===== src/rtl/core/mmrd_pkg.sv =====
package mmrd_pkg;

    localparam int unsigned MAX_QUANTITY = 2000;
    localparam int unsigned QTY_W = 11;
    localparam logic [7:0] POS_LIMIT = 8'd255;

    localparam logic [3:0] KIND_COIL_VALUE  = 4'd0;
    localparam logic [3:0] KIND_DIN_VALUE   = 4'd1;
    localparam logic [3:0] KIND_INREG_VALUE = 4'd2;
    localparam logic [3:0] KIND_HREG_VALUE  = 4'd3;
    localparam logic [3:0] KIND_COIL_WRITE  = 4'd4;
    localparam logic [3:0] KIND_HREG_WRITE  = 4'd5;
    localparam logic [3:0] KIND_EXC_COIL    = 4'd6;
    localparam logic [3:0] KIND_EXC_DIN     = 4'd7;
    localparam logic [3:0] KIND_EXC_HREG    = 4'd8;
    localparam logic [3:0] KIND_EXC_INREG   = 4'd9;
    localparam logic [3:0] KIND_ERROR       = 4'd10;

    localparam logic [7:0] FC_READ_COILS   = 8'd1;
    localparam logic [7:0] FC_READ_DIN     = 8'd2;
    localparam logic [7:0] FC_READ_HREGS   = 8'd3;
    localparam logic [7:0] FC_READ_INREGS  = 8'd4;
    localparam logic [7:0] FC_WRITE_COIL   = 8'd5;
    localparam logic [7:0] FC_WRITE_HREG   = 8'd6;
    localparam logic [7:0] FC_WRITE_COILS  = 8'd15;
    localparam logic [7:0] FC_WRITE_HREGS  = 8'd16;

    function automatic logic is_write_fc(input logic [7:0] f);
        return (f == FC_WRITE_COIL) || (f == FC_WRITE_HREG) ||
               (f == FC_WRITE_COILS) || (f == FC_WRITE_HREGS);
    endfunction

    function automatic logic is_read_fc(input logic [7:0] f);
        return (f == FC_READ_COILS) || (f == FC_READ_DIN) ||
               (f == FC_READ_HREGS) || (f == FC_READ_INREGS);
    endfunction

    function automatic logic [3:0] exception_kind(input logic [6:0] ff);
        logic [7:0] f;
        f = {1'b0, ff};
        if (f == FC_READ_COILS || f == FC_WRITE_COIL || f == FC_WRITE_COILS)
            return KIND_EXC_COIL;
        else if (f == FC_READ_DIN)
            return KIND_EXC_DIN;
        else if (f == FC_READ_HREGS || f == FC_WRITE_HREG || f == FC_WRITE_HREGS)
            return KIND_EXC_HREG;
        else if (f == FC_READ_INREGS)
            return KIND_EXC_INREG;
        else
            return KIND_ERROR;
    endfunction

endpackage


===== src/rtl/core/modbus_master_response_decoder.sv =====
// Modbus RTU master response decoder.
// The input channel (in_valid/in_ready) carries one response byte per word,
// with frame_start on the first byte of a frame and the function, start
// address and quantity of the outstanding request. The output channel
// (out_valid/out_ready) carries decoded results, one per word, with
// last_of_run set on the final result caused by an input byte.
// A byte that causes a single result is registered into the single-result
// state, which loads it into the output register once that is free; a coil or
// discrete-input data byte emits up to eight results, one per cycle while the
// receiver keeps up, from a sequencer that walks the bits through one shift
// register and one address adder. The block takes the next byte once the last
// result of the current byte is loaded into the output register. A byte that
// causes no result leaves the block ready for the next byte.
// When the receiver stalls, the output register holds its word and the
// sequencer waits; no result is dropped.
// Reset clears the frame position, object count, held unit id, held
// function, exception flag and held high byte, and empties the output.
module modbus_master_response_decoder
    import mmrd_pkg::*;
(
    input  logic             clk,
    input  logic             rst_n,
    input  logic             in_valid,
    output logic             in_ready,
    input  logic [7:0]       rx_byte,
    input  logic             frame_start,
    input  logic [7:0]       request_function,
    input  logic [15:0]      request_address,
    input  logic [QTY_W-1:0] request_quantity,
    output logic             out_valid,
    input  logic             out_ready,
    output logic [3:0]       result_kind,
    output logic [7:0]       unit_id,
    output logic [15:0]      object_address,
    output logic [15:0]      result_value,
    output logic [6:0]       failed_function,
    output logic             last_of_run
);

    localparam logic [1:0] S_IDLE = 2'd0;
    localparam logic [1:0] S_ONE  = 2'd1;
    localparam logic [1:0] S_RUN  = 2'd2;

    logic [1:0]       state_reg, state_next;
    logic [7:0]       byte_position_reg, byte_position_next;
    logic [QTY_W-1:0] objects_done_reg, objects_done_next;
    logic [7:0]       held_unit_id_reg, held_unit_id_next;
    logic [7:0]       held_function_reg, held_function_next;
    logic             exception_mode_reg, exception_mode_next;
    logic [7:0]       high_byte_hold_reg, high_byte_hold_next;

    logic [3:0]       kind_reg, kind_next;
    logic [15:0]      adr_reg, adr_next;
    logic [15:0]      run_value_reg, run_value_next;
    logic [6:0]       ff_reg, ff_next;
    logic [QTY_W-1:0] limit_reg, limit_next;
    logic [3:0]       bits_left_reg, bits_left_next;
    logic             bit_mode_reg, bit_mode_next;

    logic             out_valid_reg, out_valid_next;
    logic [3:0]       out_kind_reg, out_kind_next;
    logic [7:0]       out_sid_reg, out_sid_next;
    logic [15:0]      out_addr_reg, out_addr_next;
    logic [15:0]      out_value_reg, out_value_next;
    logic [6:0]       out_ff_reg, out_ff_next;
    logic             out_last_reg, out_last_next;

    logic             accept;
    logic             out_free;
    logic [7:0]       pos;
    logic [QTY_W-1:0] limit_in;
    logic [QTY_W-1:0] done_inc;
    logic [3:0]       exc_kind;
    logic             run_last;

    assign accept   = in_valid && in_ready;
    assign out_free = !out_valid_reg || out_ready;
    assign in_ready = (state_reg == S_IDLE);
    assign pos      = frame_start ? 8'd0 : byte_position_reg;
    assign limit_in = (request_quantity < QTY_W'(MAX_QUANTITY)) ?
                      request_quantity : QTY_W'(MAX_QUANTITY);
    assign done_inc = objects_done_reg + 1'b1;
    assign exc_kind = exception_kind(held_function_reg[6:0]);
    assign run_last = (bits_left_reg == 4'd1) || (done_inc == limit_reg);

    always_comb
    begin
        state_next          = state_reg;
        byte_position_next  = byte_position_reg;
        objects_done_next   = objects_done_reg;
        held_unit_id_next   = held_unit_id_reg;
        held_function_next  = held_function_reg;
        exception_mode_next = exception_mode_reg;
        high_byte_hold_next = high_byte_hold_reg;
        kind_next           = kind_reg;
        adr_next            = adr_reg;
        run_value_next      = run_value_reg;
        ff_next             = ff_reg;
        limit_next          = limit_reg;
        bits_left_next      = bits_left_reg;
        bit_mode_next       = bit_mode_reg;
        out_valid_next      = out_valid_reg && !out_ready;
        out_kind_next       = out_kind_reg;
        out_sid_next        = out_sid_reg;
        out_addr_next       = out_addr_reg;
        out_value_next      = out_value_reg;
        out_ff_next         = out_ff_reg;
        out_last_next       = out_last_reg;

        unique case (state_reg)
            S_IDLE:
            begin
                if (accept && pos != POS_LIMIT)
                begin
                    byte_position_next = pos + 8'd1;
                    adr_next           = request_address;
                    limit_next         = limit_in;
                    ff_next            = 7'd0;
                    if (pos == 8'd0)
                    begin
                        held_unit_id_next   = rx_byte;
                        exception_mode_next = 1'b0;
                        objects_done_next   = '0;
                        high_byte_hold_next = 8'd0;
                    end
                    else if (pos == 8'd1)
                    begin
                        held_function_next  = rx_byte;
                        objects_done_next   = '0;
                        exception_mode_next = rx_byte[7];
                        if (!rx_byte[7])
                        begin
                            if (is_write_fc(request_function))
                            begin
                                state_next = S_ONE;
                                if (rx_byte == FC_WRITE_COIL)
                                begin
                                    kind_next      = KIND_COIL_WRITE;
                                    run_value_next = 16'd1;
                                end
                                else if (rx_byte == FC_WRITE_HREG)
                                begin
                                    kind_next      = KIND_HREG_WRITE;
                                    run_value_next = 16'd1;
                                end
                                else if (rx_byte == FC_WRITE_COILS)
                                begin
                                    kind_next      = KIND_COIL_WRITE;
                                    run_value_next = 16'(request_quantity);
                                end
                                else
                                begin
                                    kind_next      = KIND_HREG_WRITE;
                                    run_value_next = 16'(request_quantity);
                                end
                            end
                            else if (!is_read_fc(request_function))
                            begin
                                state_next     = S_ONE;
                                kind_next      = KIND_ERROR;
                                run_value_next = 16'd0;
                            end
                        end
                    end
                    else if (exception_mode_reg)
                    begin
                        if (pos == 8'd2)
                        begin
                            state_next     = S_ONE;
                            kind_next      = exc_kind;
                            ff_next        = held_function_reg[6:0];
                            run_value_next = (exc_kind == KIND_ERROR) ? 16'd0 :
                                             {8'd0, rx_byte};
                        end
                    end
                    else if (pos >= 8'd3 && is_read_fc(request_function))
                    begin
                        if (held_function_reg == FC_READ_COILS ||
                            held_function_reg == FC_READ_DIN)
                        begin
                            if (objects_done_reg < limit_in)
                            begin
                                state_next     = S_RUN;
                                bit_mode_next  = 1'b1;
                                bits_left_next = 4'd8;
                                run_value_next = {8'd0, rx_byte};
                                kind_next      = (held_function_reg == FC_READ_COILS) ?
                                                 KIND_COIL_VALUE : KIND_DIN_VALUE;
                            end
                        end
                        else if (held_function_reg == FC_READ_HREGS ||
                                 held_function_reg == FC_READ_INREGS)
                        begin
                            if (pos[0])
                                high_byte_hold_next = rx_byte;
                            else if (objects_done_reg < limit_in)
                            begin
                                state_next     = S_RUN;
                                bit_mode_next  = 1'b0;
                                bits_left_next = 4'd1;
                                run_value_next = {high_byte_hold_reg, rx_byte};
                                kind_next      = (held_function_reg == FC_READ_INREGS) ?
                                                 KIND_INREG_VALUE : KIND_HREG_VALUE;
                            end
                        end
                    end
                end
            end
            S_ONE:
            begin
                if (out_free)
                begin
                    out_valid_next = 1'b1;
                    out_kind_next  = kind_reg;
                    out_sid_next   = held_unit_id_reg;
                    out_addr_next  = adr_reg;
                    out_value_next = run_value_reg;
                    out_ff_next    = ff_reg;
                    out_last_next  = 1'b1;
                    state_next     = S_IDLE;
                end
            end
            S_RUN:
            begin
                if (out_free)
                begin
                    out_valid_next    = 1'b1;
                    out_kind_next     = kind_reg;
                    out_sid_next      = held_unit_id_reg;
                    out_addr_next     = adr_reg + 16'(objects_done_reg);
                    out_value_next    = bit_mode_reg ? {15'd0, run_value_reg[0]} :
                                        run_value_reg;
                    out_ff_next       = 7'd0;
                    out_last_next     = run_last;
                    objects_done_next = done_inc;
                    run_value_next    = {1'b0, run_value_reg[15:1]};
                    bits_left_next    = bits_left_reg - 4'd1;
                    if (run_last)
                        state_next = S_IDLE;
                end
            end
            default:
            begin
                state_next = S_IDLE;
            end
        endcase
    end

    always_ff @(posedge clk or negedge rst_n)
    begin
        if (!rst_n)
        begin
            state_reg          <= S_IDLE;
            byte_position_reg  <= 8'd0;
            objects_done_reg   <= '0;
            held_unit_id_reg   <= 8'd0;
            held_function_reg  <= 8'd0;
            exception_mode_reg <= 1'b0;
            high_byte_hold_reg <= 8'd0;
            out_valid_reg      <= 1'b0;
        end
        else
        begin
            state_reg          <= state_next;
            byte_position_reg  <= byte_position_next;
            objects_done_reg   <= objects_done_next;
            held_unit_id_reg   <= held_unit_id_next;
            held_function_reg  <= held_function_next;
            exception_mode_reg <= exception_mode_next;
            high_byte_hold_reg <= high_byte_hold_next;
            out_valid_reg      <= out_valid_next;
        end
    end

    always_ff @(posedge clk)
    begin
        kind_reg      <= kind_next;
        adr_reg       <= adr_next;
        run_value_reg <= run_value_next;
        ff_reg        <= ff_next;
        limit_reg     <= limit_next;
        bits_left_reg <= bits_left_next;
        bit_mode_reg  <= bit_mode_next;
        out_kind_reg  <= out_kind_next;
        out_sid_reg   <= out_sid_next;
        out_addr_reg  <= out_addr_next;
        out_value_reg <= out_value_next;
        out_ff_reg    <= out_ff_next;
        out_last_reg  <= out_last_next;
    end

    assign out_valid       = out_valid_reg;
    assign result_kind     = out_kind_reg;
    assign unit_id         = out_sid_reg;
    assign object_address  = out_addr_reg;
    assign result_value    = out_value_reg;
    assign failed_function = out_ff_reg;
    assign last_of_run     = out_last_reg;

    // A single result is always the last of its run.
    assert property (@(posedge clk) disable iff (!rst_n)
        (state_reg == S_ONE && out_free) |=> (out_valid && last_of_run))
        else $error("single result not marked last");

    // The run sequencer never runs past its bit count or the quantity limit.
    assert property (@(posedge clk) disable iff (!rst_n)
        (state_reg == S_RUN) |-> (bits_left_reg != 4'd0 &&
                                  objects_done_reg < limit_reg))
        else $error("run sequencer out of bounds");

    // The object count never exceeds the largest quantity.
    assert property (@(posedge clk) disable iff (!rst_n)
        objects_done_reg <= QTY_W'(MAX_QUANTITY))
        else $error("object count overflow");

    // A byte accepted below the position limit and without frame_start advances the frame position by one.
    assert property (@(posedge clk) disable iff (!rst_n)
        (accept && !frame_start && byte_position_reg != POS_LIMIT) |=>
        (byte_position_reg == $past(byte_position_reg) + 8'd1))
        else $error("frame position did not advance");

endmodule


===== config.mk =====
export PLATFORM = sky130hd
export DESIGN_NAME = modbus_master_response_decoder
export DESIGN_NICKNAME = d
export VERILOG_FILES = /design/src/rtl/core/mmrd_pkg.sv /design/src/rtl/core/modbus_master_response_decoder.sv
export SDC_FILE = /design/constraint.sdc
export NUM_CORES = 1
export LEC_CHECK = 0
export ABC_CLOCK_PERIOD_IN_PS = 4600
export BUFFER_PORTS_ARGS = -buffer_cell sky130_fd_sc_hd__buf_2
export CAP_MARGIN = 15
export CORE_MARGIN = 2
export CORE_UTILIZATION = 55
export CTS_CLUSTER_SIZE = 30
export DETAILED_ROUTE_END_ITERATION = 16
export PLACE_DENSITY = 0.73
export SLEW_MARGIN = 5
export SYNTH_ARGS = -nofsm -noshare
export SYNTH_HDL_FRONTEND = slang
export SYNTH_SLANG_ARGS = --single-unit
export TNS_END_PERCENT = 20

===== constraint.sdc =====
create_clock -name clk -period 4.6 [get_ports clk]
set_clock_uncertainty 0.05 [all_clocks]
set_input_delay 0.92 -clock clk [delete_from_list [all_inputs] [get_ports clk]]
set_output_delay 0.92 -clock clk [all_outputs]
set_load 0.02 [all_outputs]

==> flow_summary.yaml <==
cts:
  numCtsBuffers: 17
  cts_resized: 0
  cts_setup_buffers: 0
  clk_pin_slew_ns: 0.06
  htreeDepth: 4
  cts.sinks: 158
  postCtsHoldBufs: 0
  clkLatencyLatePin_ns: 0.43
  cts_root_buffer: "clkbuf_16"
  cts_tree: "done"
  cts.path.max_buffers: 2
routing:
  met2_wirelength_um: 8709
  drt_iter0_drc: 533
  drc: 0
  dr.max_layer_used: "met4"
  drtPass1Iterations: 5
  viasPerCell: 5.913
  drtAntennaViolNets: 0
  vias: 5954
  wl_met3_um: 1000
  post_drt_wl_per_cell_um: 18.09
  totalWireLength_um: 18220
  drt-met1-wl_um: 8177
logic_synthesis:
  yosysSeqAreaShare: 0.5571
  ys_types: 77
  syn_area_per_cell_sq_um: 11.34
  synth_area_leaders: "edfxtp_1, dfrtp_1, ha_1, nand2_1, xnor2_1"
  yosys.area.top_type_share: 0.4118
  synth-edff-count: 111
  synthFlopType: "edfxtp_1"
  ys_ff_latch: 158
  netlist_area_sq_um: 8094
  async_flop_share: 0.2975
  synth_largest_area_cell: "edfxtp_1"
  syn_inst: 714
  yosysWarnings: 0
  syn_nets: 794
grt:
  grt_antenna_before_repair: 0
  first_global_vias: 5705
  grt_pass1_wl_um: 29550
  grt_max_degree: 55
  grt_overflow_total: 0
  grt_usage: 0.2397
worst_setup_path:
  r2r_slack_ns: 1.44
  start_kind: "input port"
  worstReg2RegEnd: "high_byte_hold_reg[3]$_DFFE_PN0P_"
  crit_slowest_cell: "nor2_1"
  worstSetupPathType: "input port to flip-flop"
  r2r-start: "byte_position_reg[0]$_DFFE_PN0P_"
  critical_path_required_ns: 4.91
  crit_top_cell: "nand2b_1"
  path_max_fanout: 15
  crit_chain: "buf_2 -> nand2b_1 -> inv_1 -> ha_1 -> and2_1 -> a31oi_1 -> nand2b_1 -> nor2_2 -> nand4_1 -> nor2_1 -> a22o_1"
  end_kind: "flip-flop"
  slowest_delay_ns: 0.44
  cp.arrival_ns: 3.88
  reg2reg_depth: 10
sta:
  hold_ws_ns: 0.3699
  rsz0062_at_grt: "false"
  relSlewSlack: 0.3427
  tightest_slew_ns: 0.9860
  hold_viol: 0
  max_clock_freq_mhz: 280.6
  finalSetupViolCount: 0
  worst_slack_ns: 1.037
  tns_ns: 0
  final_max_slew_viol_count: 0
  fin_crit_sh: 0.7747
  min_period_ns: 3.563
place:
  dpl.hpwl_um: 12810
  port_buffers: 101
  place_area_sq_um: 8747
  gp_congestion: 0.9034
  pre_cts_ws_ns: 0.6800
layout:
  antenna_cells: 0
  design_area_sq_um: 9397
  fin_nets: 890
  area_growth_pct: 16.09
  layout-drive-gt1-share: 0.2187
floorplan:
  die_w_um: 125.3
  core_region_area_sq_um: 14480
  die_y_um: 125.3
  io_pins: 102
  rows: 44
  die_area_sq_um: 15700
  initial_core_util: 0.5590
power_and_ir_drop:
  ir_drop_v: 0.0002770
  powerDensity_nw_per_um2: 560.1
  power_leakage_nw: 3.828
hold_path:
  hp-start: "kind_reg[0]$_DFFE_PP_"
  min_path_cells: 0
  whs_endpoint: "result_kind[0]$_DFFE_PP_"
  hold_class: "flip-flop to flip-flop"
run:
  drv_cap: 0
run_status:
  status: "finished clean"
==> worst max path at each step <==
| stage | start | endpoint | slack, ns | cells after the start |
|---|---|---|---|---|
| finish | frame_start | high_byte_hold_reg[3]$_DFFE_PN0P_ | 1.04 | 11 |
| detailed placement | frame_start | high_byte_hold_reg[3]$_DFFE_PN0P_ | 0.68 | 11 |
| global placement | frame_start | objects_done_reg[7]$_DFFE_PN0P_ | 0.86 | 11 |
| floorplan | frame_start | run_value_reg[0]$_DFFE_PP_ | 0.46 | 11 |
| CTS | frame_start | objects_done_reg[3]$_DFFE_PN0P_ | 1.11 | 11 |
| global route | frame_start | objects_done_reg[7]$_DFFE_PN0P_ | 0.82 | 11 |
==> critical path, delay by kind of cell <==
kind                     cells  cell delay (ns)
adder cells (fa/ha/maj)      1             0.32
AND/OR/NAND/NOR              6             1.63
AO/OA/AOI/OAI                2             0.59
buffers and inverters        2             0.41
==> cell usage after synthesis (5+ instances only) <==
library cell  instances
edfxtp_1            111
nand2_1              83
dfrtp_1              47
nor2_1               34
ha_1                 31
inv_1                30
o21ai_1              29
a21oi_1              28
and2_1               28
xnor2_1              24
o21ai_0              22
clkbuf_1             21
nand3_1              19
mux2_2               18
nor3_1               16
a21o_1               11
nor2b_1              11
a22oi_1              10
nand4_1              10
a22o_1                9
and3_1                9
nand2b_1              9
nor3b_1               7
xor2_1                7
nor3_2                6
buf_2                 5
o31ai_1               5
or3_1                 5
==> metrics by stage <==
stage | power, mW | instances | util
floorplan | 3.324 | 714 | -
global placement | 3.731 | 974 | 0.6041
detailed placement | 3.797 | 974 | 0.6041
CTS | 5.287 | 1006 | 0.6471
global route | 5.528 | 1007 | 0.6490
finish | 5.263 | 1007 | 0.6490
==> per-layer routing <==
| layer | GRT usage | vias to the layer above |
|---|---|---|
| li1 | - | 2827 |
| met1 | 0.3361 | 2889 |
| met2 | 0.3776 | 209 |
| met3 | 0.05092 | 29 |
| met4 | 0.07778 | 0 |
| met5 | 0 | - |
==> report_power, final <==
group | switching (mW) | internal (mW)
combinational | 0.967 | 0.507
clock | 0.617 | 0.872
sequential | 0.236 | 2.07
total | 1.82 | 3.44
==> placed cells by master, fill, tap and decap left out, types with 9 or more instances in the layout <==
| cell type | count |
|---|---|
| nor3_1 | 16 |
| mux2_2 | 18 |
| inv_1 | 30 |
| o21ai_1 | 29 |
| ha_1 | 30 |
| nand2_1 | 83 |
| o21ai_0 | 22 |
| edfxtp_1 | 111 |
| nor2_1 | 34 |
| a22oi_1 | 10 |
| a21oi_1 | 28 |
| nand4_1 | 10 |
| nand2b_1 | 9 |
| xnor2_1 | 24 |
| and3_1 | 9 |
| buf_2 | 101 |
| dfrtp_1 | 47 |
| nand3_1 | 19 |
| and2_1 | 27 |
| nor2b_1 | 11 |
| a22o_1 | 9 |
| clkbuf_16 | 17 |
| a21o_1 | 11 |
==> layout make-up <==
type	count	area (sq um)
clock buffer	17	425.4
clock inverter	15	196.4
fill	1098	5082
inverter	31	116.4
multi-input combinational	496	3356
sequential	158	4509
tap	184	230.2
timing repair buffer	106	563.0
==> cells by family (layout without fill, tap and decap cells) <==
kind of cell             count (synthesis)  count (layout)  synth area share
AND/OR/NAND/NOR                        255             255            0.1683
flip-flops                             158             158            0.5571
XOR/XNOR                                31              31           0.03354
AO/OA/AOI/OAI                          156             156            0.1306
multiplexers                            22              22           0.03045
buffers and inverters                   60             169           0.02953
adder cells (fa/ha/maj)                 32              32           0.05039
Power figures use the tool's default switching activity.
